## config.mk

```make
export PLATFORM = sky130hd
export DESIGN_NAME = multi_bit_debounce_change_detect
export DESIGN_NICKNAME = d
export VERILOG_FILES = /design/src/rtl/core/mbdc_pkg.sv /design/src/rtl/core/mbdc_ram.sv /design/src/rtl/core/multi_bit_debounce_change_detect.sv
export SDC_FILE = /design/constraint.sdc
export NUM_CORES = 2
export LEC_CHECK = 0
export BUFFER_PORTS_ARGS = -buffer_cell sky130_fd_sc_hd__buf_2
export CAP_MARGIN = 15
export CORE_MARGIN = 2
export CORE_UTILIZATION = 45
export DETAILED_ROUTE_END_ITERATION = 7
export GPL_ROUTABILITY_DRIVEN = 0
export PLACE_DENSITY = 0.73
export SLEW_MARGIN = 20
export SYNTH_ARGS = -nofsm -noshare
export SYNTH_HDL_FRONTEND = slang
export SYNTH_HIERARCHICAL = 1
export SYNTH_MEMORY_MAX_BITS = 65536
export SYNTH_SLANG_ARGS = --single-unit
```

## constraint.sdc

```tcl
create_clock -name i_clk -period 36.1 [get_ports i_clk]
set_input_delay 5.415 -clock i_clk [delete_from_list [all_inputs] [get_ports i_clk]]
set_output_delay 5.415 -clock i_clk [all_outputs]
set_load 0.1 [all_outputs]
```

## src/rtl/core/mbdc_pkg.sv

```systemverilog
// Shared constants for the multi-bit debounce and change detector.
// Used by the top level; depends on nothing else.
package mbdc_pkg;

    localparam int NUM_BYTES     = 16;
    localparam int BITS_PER_BYTE = 8;
    localparam int TIME_W        = 32;
    localparam int IDX_IN_W      = 4;
    localparam int BIT_NUM_W     = 7;
    localparam int ADDR_W        = (NUM_BYTES > 1) ? $clog2(NUM_BYTES) : 1;
    localparam int ROW_W         = BITS_PER_BYTE + BITS_PER_BYTE * TIME_W;

endpackage

```

## src/rtl/core/mbdc_ram.sv

```systemverilog
// Generic single-port-write, single-port-read RAM with a registered read.
// Stands alone; the read holds its data while the read enable is low.
module mbdc_ram #(
    parameter int WIDTH = 8,
    parameter int DEPTH = 16,
    parameter int AW    = (DEPTH > 1) ? $clog2(DEPTH) : 1
) (
    input  logic             i_clk,
    input  logic             i_we,
    input  logic [AW-1:0]    i_waddr,
    input  logic [WIDTH-1:0] i_wdata,
    input  logic             i_re,
    input  logic [AW-1:0]    i_raddr,
    output logic [WIDTH-1:0] o_rdata
);

    logic [WIDTH-1:0] r_mem [DEPTH];
    logic [WIDTH-1:0] r_rdata;

    always_ff @(posedge i_clk) begin
        if (i_we) begin
            r_mem[i_waddr] <= i_wdata;
        end
        if (i_re) begin
            r_rdata <= r_mem[i_raddr];
        end
    end

    assign o_rdata = r_rdata;

endmodule

```

## src/rtl/core/multi_bit_debounce_change_detect.sv

```systemverilog
// Top level of the multi-bit debounce and change detector.
// Depends on mbdc_pkg and mbdc_ram.

// A word is one scanned byte of active-low pins with its byte index and a
// timestamp. Each byte has one RAM row that holds its accepted level and
// the last accepted toggle time of each of its eight bits. A word is read
// from the RAM in the cycle it is accepted, checked against the lockout
// and written back when it leaves that stage, with the last write
// forwarded when the next word hits the same row. A new word can be
// accepted every cycle while that stage can advance, and its events are
// registered in the event stage as it leaves. The event output sends one
// event per cycle while i_out_ready is high, k events for a byte with k
// accepted changes. Reset takes effect at once through per-row valid bits.
module multi_bit_debounce_change_detect
    import mbdc_pkg::*;
(
    input  logic                  i_clk,
    input  logic                  i_rst_n,
    input  logic                  i_cfg_wr_en,
    input  logic [TIME_W-1:0]     i_cfg_wr_data,
    input  logic                  i_in_valid,
    output logic                  o_in_ready,
    input  logic [IDX_IN_W-1:0]   i_byte_index,
    input  logic [7:0]            i_pin_levels,
    input  logic [TIME_W-1:0]     i_timestamp,
    output logic                  o_out_valid,
    input  logic                  i_out_ready,
    output logic [BIT_NUM_W-1:0]  o_bit_number,
    output logic                  o_new_level,
    output logic                  o_last_of_run
);

    logic [TIME_W-1:0]        r_lockout;
    logic [NUM_BYTES-1:0]     r_row_vld;

    logic                     r_s1_vld;
    logic [IDX_IN_W-1:0]      r_s1_idx;
    logic [ADDR_W-1:0]        r_s1_addr;
    logic [7:0]               r_s1_cur;
    logic [TIME_W-1:0]        r_s1_now;
    logic                     r_s1_rv;

    logic                     r_lw_vld;
    logic [ADDR_W-1:0]        r_lw_addr;
    logic [ROW_W-1:0]         r_lw_data;

    logic                     r_em_vld;
    logic [7:0]               r_em_mask;
    logic [7:0]               r_em_lvl;
    logic [IDX_IN_W-1:0]      r_em_idx;

    logic                     in_acc;
    logic                     idx_ok;
    logic [ADDR_W-1:0]        in_addr;
    logic [ROW_W-1:0]         ram_rdata;
    logic [ROW_W-1:0]         row;
    logic [ROW_W-1:0]         n_row;
    logic [7:0]               prev;
    logic [7:0]               changed;
    logic [7:0]               revert;
    logic [7:0]               result;
    logic [7:0]               survived;
    logic                     em_free;
    logic                     s1_adv;
    logic [7:0]               n_em_mask;
    logic [2:0]               em_bit;

    assign idx_ok  = int'(i_byte_index) < NUM_BYTES;
    assign in_addr = ADDR_W'(i_byte_index);
    assign in_acc  = i_in_valid && o_in_ready;

    mbdc_ram #(
        .WIDTH (ROW_W),
        .DEPTH (NUM_BYTES)
    ) u_ram (
        .i_clk   (i_clk),
        .i_we    (s1_adv),
        .i_waddr (r_s1_addr),
        .i_wdata (n_row),
        .i_re    (in_acc),
        .i_raddr (in_addr),
        .o_rdata (ram_rdata)
    );

    always_comb begin
        if (r_lw_vld && (r_lw_addr == r_s1_addr)) begin
            row = r_lw_data;
        end else if (r_s1_rv) begin
            row = ram_rdata;
        end else begin
            row = '0;
        end
        prev    = row[7:0];
        changed = r_s1_cur ^ prev;
        n_row   = row;
        revert  = '0;
        for (int j = 0; j < BITS_PER_BYTE; j++) begin
            if (changed[j]) begin
                if ((r_s1_now - row[BITS_PER_BYTE + j*TIME_W +: TIME_W]) < r_lockout) begin
                    revert[j] = 1'b1;
                end else begin
                    n_row[BITS_PER_BYTE + j*TIME_W +: TIME_W] = r_s1_now;
                end
            end
        end
        result     = (r_s1_cur & ~revert) | (prev & revert);
        survived   = result ^ prev;
        n_row[7:0] = result;
    end

    assign n_em_mask = r_em_mask & (r_em_mask - 8'd1);
    assign em_free   = !r_em_vld || (i_out_ready && (n_em_mask == '0));
    assign s1_adv    = r_s1_vld && (em_free || (survived == '0));
    assign o_in_ready = !r_s1_vld || s1_adv;

    always_comb begin
        em_bit = '0;
        for (int j = BITS_PER_BYTE - 1; j >= 0; j--) begin
            if (r_em_mask[j]) begin
                em_bit = 3'(j);
            end
        end
    end

    assign o_out_valid   = r_em_vld;
    assign o_bit_number  = BIT_NUM_W'(r_em_idx) * BIT_NUM_W'(BITS_PER_BYTE) + BIT_NUM_W'(em_bit);
    assign o_new_level   = r_em_lvl[em_bit];
    assign o_last_of_run = (n_em_mask == '0);

    always_ff @(posedge i_clk) begin
        if (!i_rst_n) begin
            r_lockout <= '0;
            r_row_vld <= '0;
            r_s1_vld  <= 1'b0;
            r_lw_vld  <= 1'b0;
            r_em_vld  <= 1'b0;
        end else begin
            if (i_cfg_wr_en) begin
                r_lockout <= i_cfg_wr_data;
            end
            if (in_acc && idx_ok) begin
                r_s1_vld <= 1'b1;
            end else if (s1_adv) begin
                r_s1_vld <= 1'b0;
            end
            if (s1_adv) begin
                r_row_vld[r_s1_addr] <= 1'b1;
                r_lw_vld             <= 1'b1;
            end
            if (s1_adv && (survived != '0)) begin
                r_em_vld <= 1'b1;
            end else if (r_em_vld && i_out_ready) begin
                r_em_vld <= (n_em_mask != '0);
            end
        end
    end

    always_ff @(posedge i_clk) begin
        if (in_acc) begin
            r_s1_idx  <= i_byte_index;
            r_s1_addr <= in_addr;
            r_s1_cur  <= ~i_pin_levels;
            r_s1_now  <= i_timestamp;
            r_s1_rv   <= r_row_vld[in_addr];
        end
        if (s1_adv) begin
            r_lw_addr <= r_s1_addr;
            r_lw_data <= n_row;
        end
        if (s1_adv && (survived != '0)) begin
            r_em_mask <= survived;
            r_em_lvl  <= result;
            r_em_idx  <= r_s1_idx;
        end else if (r_em_vld && i_out_ready) begin
            r_em_mask <= n_em_mask;
        end
    end

endmodule

```

Word-level counts from Yosys, hierarchy flattened
Memory sizes are Yosys's and may differ from the RTL's. A register that Yosys moved wholly into a read port is not among the register bits.
Index checks and enable logic that the tools add are counted.
{"block": "totals", "reg_bits": 384, "latchBits": 0, "mem_bits_rw": 4224, "rom_bits": 0, "inputBits": 81, "elab_cells": 121, "n_memories": 1}
{"block": "classes", "n_addsub": 10, "mul": 0, "div_mod_pow": 0, "order_cmp": 12, "n_eq_ne": 1, "shift": 0, "n_mux": 56, "bitwise": 9, "reduce_logical": 18}
{"memory": "u_ram.r_mem", "depth": 16, "word_bits": 264, "read_ports": 1, "rd_ports_with_merged_regs": 1, "wr": 1, "line_no": "mbdc_ram.sv:17", "source": "logic [WIDTH-1:0] r_mem [DEPTH];"}
{"op": "264-bit two-way mux", "count": 2}
{"op": "32-bit two-way mux", "count": 16}
{"op": "32-bit less-than comparator", "count": 8}
{"op": "32-bit subtractor", "count": 8}
{"op": "1-bit two-way mux", "count": 25}
{"op": "8-bit bitwise AND", "count": 3}
{"op": "3-bit two-way mux", "count": 8}
{"op": "8-bit zero test", "count": 2}
{"op": "8-bit two-way mux", "count": 2}
{"op": "8-bit NOT", "count": 2}
{"op": "16-bit OR", "count": 1}
{"op": "8-bit nonzero test", "count": 2}
{"op": "8-bit bitwise XOR", "count": 2}
{"op": "4-bit by 5-bit less-than comparator with 1-bit output (second input constant)", "count": 2}
{"op": "8-bit OR", "count": 1}
{"op": "8-bit by 1-bit subtractor with 8-bit output (second input constant)", "count": 1}
{"op": "7-bit by 3-bit adder with 7-bit output", "count": 1}
{"op": "1-bit logical AND", "count": 7}
{"op": "1-bit binary-select mux with 4-bit select", "count": 1}
{"op": "1-bit demux with 4-bit select", "count": 1}
{"op": "4-bit equality test", "count": 1}
{"op": "4-bit by 1-bit >= comparator with 1-bit output (second input constant)", "count": 1}
{"op": "3-bit by 4-bit less-than comparator with 1-bit output (second input constant)", "count": 1}
{"op": "2-bit nonzero test", "count": 2}
{"op": "3 further kinds", "count": 6}

Longest topological paths before layout
{"block": "depth", "word_depth": 17, "depth_mapped": 42}

Hierarchy
The synthesis kept the hierarchy.
{"module": "mbdc_ram", "instances": 1, "cells_per_inst": 6850, "area_per_inst_um2": 166106.8, "seq_area_each_um2": 134769.3}
{"module": "multi_bit_debounce_change_detect", "instances": 1, "cells_per_inst": 4349, "area_per_inst_um2": 37483.4, "seq_area_each_um2": 11020.6}

Worst setup path before layout
No wires, ideal clock.
{"block": "synth_path", "path_kind": "register to register", "from": "register r_s1_addr[1]", "to": "memory u_ram/r_mem[12][0] in the netlist's numbering, enable pin", "setup_ps": 1208, "arrival_ps": 32646, "setup_slack_ps": 2245, "stages_incl_launch_ff": 42, "n_path_buf": 8, "synth_period_minus_slack_ps": 33855, "cell_sequence": "edfxtp_1 > xnor2_2 > and3_1 > buf_4 > buf_6 > nand2_1 > buf_2 > buf_2 > buf_2 > clkbuf_1 > clkbuf_1 > clkbuf_1 > nand3_1 > nand2_1 > ha_1 > nor2_1 > and3_1 > a2111oi_0 > (+6 left out) > a221oi_1 > o21bai_1 > xor2_1 > ha_1 > a21o_1 > a21o_1 > a21o_1 > a21o_1 > a21oi_1 > o21ai_0 > a211oi_1 > o311ai_0 > nand2_1 > nand4_1 > o41ai_2 > and2_1 > nand3_1 > nor3_1"}
{"block": "synth_between", "elab_chain_len": 16, "elab_cells_between_ends": 46, "cone_classes": "add/sub: 8; order compare: 8; eq/ne: 1; mux: 19; bitwise: 6; reduce/logical: 4"}
{"item": "from (decl)", "line_no": "multi_bit_debounce_change_detect.sv:38", "source": "logic [ADDR_W-1:0] r_s1_addr;"}
{"item": "from (signal assigned)", "line_no": "multi_bit_debounce_change_detect.sv:161", "source": "r_s1_addr <= in_addr;"}
{"item": "4-bit equality test (*)", "line_no": "multi_bit_debounce_change_detect.sv:86", "source": "if (r_lw_vld && (r_lw_addr == r_s1_addr)) begin"}
{"item": "1-bit logical AND (*)", "line_no": "multi_bit_debounce_change_detect.sv:86"}
{"item": "264-bit two-way mux (*)", "line_no": "multi_bit_debounce_change_detect.sv:86"}
{"item": "32-bit subtractor", "line_no": "multi_bit_debounce_change_detect.sv:99", "source": "if ((r_s1_now - row[BITS_PER_BYTE + j*TIME_W +: TIME_W]) < r_lockout) begin"}
{"item": "32-bit less-than comparator", "line_no": "multi_bit_debounce_change_detect.sv:99"}
{"item": "1-bit two-way mux", "line_no": "multi_bit_debounce_change_detect.sv:99"}
{"item": "1-bit two-way mux", "line_no": "multi_bit_debounce_change_detect.sv:98", "source": "if (changed[j]) begin"}
{"item": "8-bit NOT", "line_no": "multi_bit_debounce_change_detect.sv:106", "source": "result = (r_s1_cur & ~revert) | (prev & revert);"}
{"item": "8-bit bitwise AND", "line_no": "multi_bit_debounce_change_detect.sv:106"}
{"item": "8-bit OR", "line_no": "multi_bit_debounce_change_detect.sv:106"}
{"item": "8-bit bitwise XOR (*)", "line_no": "multi_bit_debounce_change_detect.sv:107", "source": "survived = result ^ prev;"}
{"item": "8-bit zero test (*)", "line_no": "multi_bit_debounce_change_detect.sv:113", "source": "assign s1_adv = r_s1_vld && (em_free || (survived == '0));"}
{"item": "1-bit logical OR (*)", "line_no": "multi_bit_debounce_change_detect.sv:113"}
{"item": "1-bit logical AND (*)", "line_no": "multi_bit_debounce_change_detect.sv:113"}
{"item": "net s1_adv", "line_no": "multi_bit_debounce_change_detect.sv:64", "source": "logic s1_adv;"}
{"item": "1-bit two-way mux (*)", "line_no": "mbdc_ram.sv:21", "source": "if (i_we) begin"}
{"item": "1-bit two-way mux (implied by the code) (*)", "line_no": "mbdc_ram.sv:22", "source": "r_mem[i_waddr] <= i_wdata;"}
{"item": "to (decl)", "line_no": "mbdc_ram.sv:17"}
Mark *: on every way through the listed nets, which the timed path passes. The rest lies on a longest branch.

Worst setup path in the final report
{"block": "layout_path", "from": "register r_s1_addr[0]", "to": "output port o_in_ready"}
{"block": "layout_between", "elab_chain_len": 15, "elab_cells_between_ends": 45, "cone_classes": "add/sub: 8; order compare: 8; eq/ne: 1; mux: 17; bitwise: 6; reduce/logical: 5"}
{"item": "4-bit equality test (*)", "line_no": "multi_bit_debounce_change_detect.sv:86"}
{"item": "1-bit logical AND (*)", "line_no": "multi_bit_debounce_change_detect.sv:86"}
{"item": "264-bit two-way mux (*)", "line_no": "multi_bit_debounce_change_detect.sv:86"}
{"item": "32-bit subtractor", "line_no": "multi_bit_debounce_change_detect.sv:99"}
{"item": "32-bit less-than comparator", "line_no": "multi_bit_debounce_change_detect.sv:99"}
{"item": "1-bit two-way mux", "line_no": "multi_bit_debounce_change_detect.sv:99"}
{"item": "1-bit two-way mux", "line_no": "multi_bit_debounce_change_detect.sv:98"}
{"item": "8-bit NOT", "line_no": "multi_bit_debounce_change_detect.sv:106"}
{"item": "8-bit bitwise AND", "line_no": "multi_bit_debounce_change_detect.sv:106"}
{"item": "8-bit OR", "line_no": "multi_bit_debounce_change_detect.sv:106"}
{"item": "8-bit bitwise XOR (*)", "line_no": "multi_bit_debounce_change_detect.sv:107"}
{"item": "8-bit zero test (*)", "line_no": "multi_bit_debounce_change_detect.sv:113"}
{"item": "1-bit logical OR (*)", "line_no": "multi_bit_debounce_change_detect.sv:113"}
{"item": "1-bit logical AND (*)", "line_no": "multi_bit_debounce_change_detect.sv:113"}
{"item": "1-bit logical OR (*)", "line_no": "multi_bit_debounce_change_detect.sv:114", "source": "assign o_in_ready = !r_s1_vld || s1_adv;"}
{"item": "to (decl)", "line_no": "multi_bit_debounce_change_detect.sv:22", "source": "output logic o_in_ready,"}
Mark *: on every way between the ends. The rest lies on a longest branch, timed or not.

==> impl_metrics.yaml <==
global_route:
  grt-ovfl-total: 0
  grt_max_degree: 136
  gr-usage-all-layers_pct: 24.34
  grt_pass1_wl_um: 809100
  first_global_vias: 111200
  antenna_found_initial: 42
power_and_ir_drop:
  p_leak_nw: 74.86
  swShare_pct: 26.46
  ir_drop_mv: 0.04977
  intPower_mw: 10.02
  clkPwrFrac_pct: 34.4
  power_density_nw_per_um2: 59.92
  comb_power_share_pct: 14.6
  sequentialPowerShare_pct: 51.0
  switchingPower_mw: 3.604
floorplan:
  io_pins: 92
  die_x_um: 676.6
  core_um2: 451500
  die_area_um2: 457800
  rows: 247
  fp.dieH_um: 676.6
  start_util_pct: 45.09
timing:
  max_freq_mhz: 58.65
  maxSlewHeadroom_pct: 15.64
  final.setup.tns_ns: 0
  period_share_pct: 47.23
  clock-skew-final_ns: 0.1282
  worstMarginPinSlew_ns: 1.265
  post-route-min-period_ns: 17.05
  fin_ws_ns: 19.05
  setup_violations: 0
  final_hold_viol_count: 0
  grt_setup_unrepaired: "no"
  final-max-slew-violation-count: 0
cts:
  cts.sinks: 4872
  cts_max_level: 5
  ctsRootBufferMaster: "clkbuf_16"
  cts_made_buffers: 461
  clkTransAtPathRegs_ns: 0.06
  cts_setup_buffers: 0
  cts_resized: 0
  clockBufferDepth: 4
  cts_tree: "done"
  clock_latency_ns: 1.06
  ctsHoldBuffers: 0
run:
  maxCapViolations: 0
cells_and_area:
  final_cell_mix: "edfxtp_1 (4,821), mux4_2 (1,005), a21oi_1 (576)"
  finalNonFillerCells: 17900
  area_growth_pct: 11.67
  finalInstanceArea_um2: 227300
  final_nets: 12040
  layout.cells.most_common: "edfxtp_1"
  drive_gt1_share_pct: 20.72
hold_path:
  hold_path_class: "flip-flop to flip-flop"
  hold_depth: 2
  min_to: "r_row_vld[6]"
  holdCritStartpoint: "r_row_vld[6]"
drt:
  drt-total-wl_um: 572500
  post-route-drc-count: 0
  vias: 115100
  drt_first_iter_violations: 16890
  final_antenna_net_count: 0
  vias_per_cell: 6.430
  drt_pass1_iterations: 8
  wl_per_cell_um: 31.99
placed_design:
  dpl.cell_count: 17020
  io_buffers: 91
  place_hpwl_um: 319500
  placed_cell_area_um2: 212300
  dp_slack_ns: 20.52
logic_synthesis:
  syn-instance-count: 11200
  synth_warnings: 6
  postSynthAreaPerCell_um2: 18.18
  synth-async-reset-ratio_pct: 0
  synth_ff_type: "edfxtp_1"
  synth_cell_type_count: 102
  syn_nets: 11740
  ys_ff_latch: 4872
  netlist_area_um2: 203600
  synth_edf_count: 4821
  seq_area_frac_synth_pct: 71.61
outcome:
  status: "finished, final reports clean"
critical_path:
  critical_path_class: "flip-flop to output port"
  slowest_stage: "o21ai_0"
  cp_top_family: "compound AO/OA/AOI/OAI gates"
  cp_max_fo: 94
  r2r_slack_ns: 21.60
  worstPathRequired_ns: 30.68
  r2r_end: "u_ram/r_mem[13][223]"
  reg2reg_from: "r_s1_addr[0]"
  cp.arrival_ns: 11.64
  ff2ff_path_depth: 39
  start_kind: "flip-flop"
  slowest_delay_ns: 0.86
  critPathCaptureType: "output port"
  cp_num_buf_inv: 5
## metrics by stage
step / hold slack [ns] / utilization [%] / power (mW)
global route: 0.4837 / 50.34 / 14.02
global placement: 0.4318 / 46.98 / 8.921
floorplan: 0.4198 / - / 8.227
CTS: 0.4471 / 50.25 / 13.60
finish: 0.4474 / 50.35 / 13.62
detailed placement: 0.4385 / 47.01 / 8.979
## synth_stat cells, types with 26 or more instances
cell	count	area share, %
a211oi_1	28	0.10
a21o_1	222	0.82
a21oi_1	714	1.8
a221oi_1	39	0.17
a22oi_1	468	1.7
a31oi_1	44	0.14
and2_1	37	0.11
and3_1	265	0.81
buf_1	52	0.096
buf_2	126	0.31
buf_4	62	0.23
clkbuf_1	317	0.58
dfxtp_1	51	0.50
edfxtp_1	4821	71
ha_1	456	2.8
inv_1	126	0.23
maj3_1	28	0.14
mux2_2	112	0.62
mux2i_1	104	0.51
mux4_2	1005	11
nand2_1	410	0.76
nand2b_1	72	0.22
nand3_1	77	0.19
nand4_1	63	0.19
nor2_1	426	0.79
nor2b_1	89	0.27
nor3_1	45	0.11
o211ai_1	31	0.11
o21a_1	42	0.15
o21ai_0	189	0.46
o21bai_1	29	0.11
o221ai_1	41	0.18
o31ai_1	26	0.096
xnor2_1	206	0.89
xor2_1	67	0.29
## power by group through the flow
| stage | registers [mW] | clock network, mW | logic, mW |
|---|---|---|---|
| final | 6.95 | 4.69 | 1.98 |
| after global routing | 6.96 | 4.94 | 2.12 |
| after CTS | 6.95 | 4.73 | 1.92 |
| after detailed placement | 7.07 | 0 | 1.91 |
| after global placement | 7.06 | 0 | 1.86 |
| after floorplan | 7.07 | 0 | 1.15 |
## tightest hold or removal path, delay by kind of cell (launching register included)
| family | cells | cell delay (ns) |
|---|---|---|
| compound gates | 1 | 0.05 |
| flops | 1 | 0.31 |
| simple gates | 1 | 0.05 |
## layout make-up
class	instances	area, um^2
antenna	21	52.55
clock buffer	573	11990
clock inverter	283	2625
fill	35190	224200
inverter	129	484.2
multi-input combinational	5604	55470
sequential	4872	145800
tap	5976	7477
timing repair buffer	438	3461
## metal layers
layer | vias to the layer above | GRT usage, % | wire (um)
met5 | - | 0 | 91
met2 | 8142 | 37.60 | 261800
met4 | 16 | 10.48 | 26690
met1 | 59390 | 33.38 | 209900
li1 | 46410 | - | -
met3 | 1118 | 5.524 | 73990
## cells by family after synthesis
group                      after synthesis  synth area share (%)
DFF                                   4872                 71.61
AOI/OAI and AO/OA                     2052                 6.627
and+or+nand+nor                       1564                 3.751
muxes                                 1221                 12.25
buffers and inverters                  723                 1.587
adders and majority gates              491                 2.979
xor gates and xnor gates               276                 1.198
## worst max-delay path by stage
stage	from	to	cells after the start
after floorplan	r_s1_addr[1]	u_ram/r_mem[12][0]	41
after global placement	r_s1_addr[0]	o_in_ready	35
after detailed placement	r_s1_addr[0]	o_in_ready	35
after CTS	r_s1_addr[0]	o_in_ready	35
after global routing	r_s1_addr[0]	o_in_ready	35
final	r_s1_addr[0]	o_in_ready	35
## state kept, by name (all words and copies together) (netlist names), 4 cells and up
name / flops
r_row_vld: 16
r_s1_cur: 8
r_lw_data: 264
r_s1_addr: 4
u_ram/r_mem: 4224
r_em_idx: 4
r_em_mask: 8
r_em_lvl: 8
r_s1_now: 32
u_ram/o_rdata: 264
r_lockout: 32
r_lw_addr: 4
Note: power is estimated with default switching activity, not from simulation.
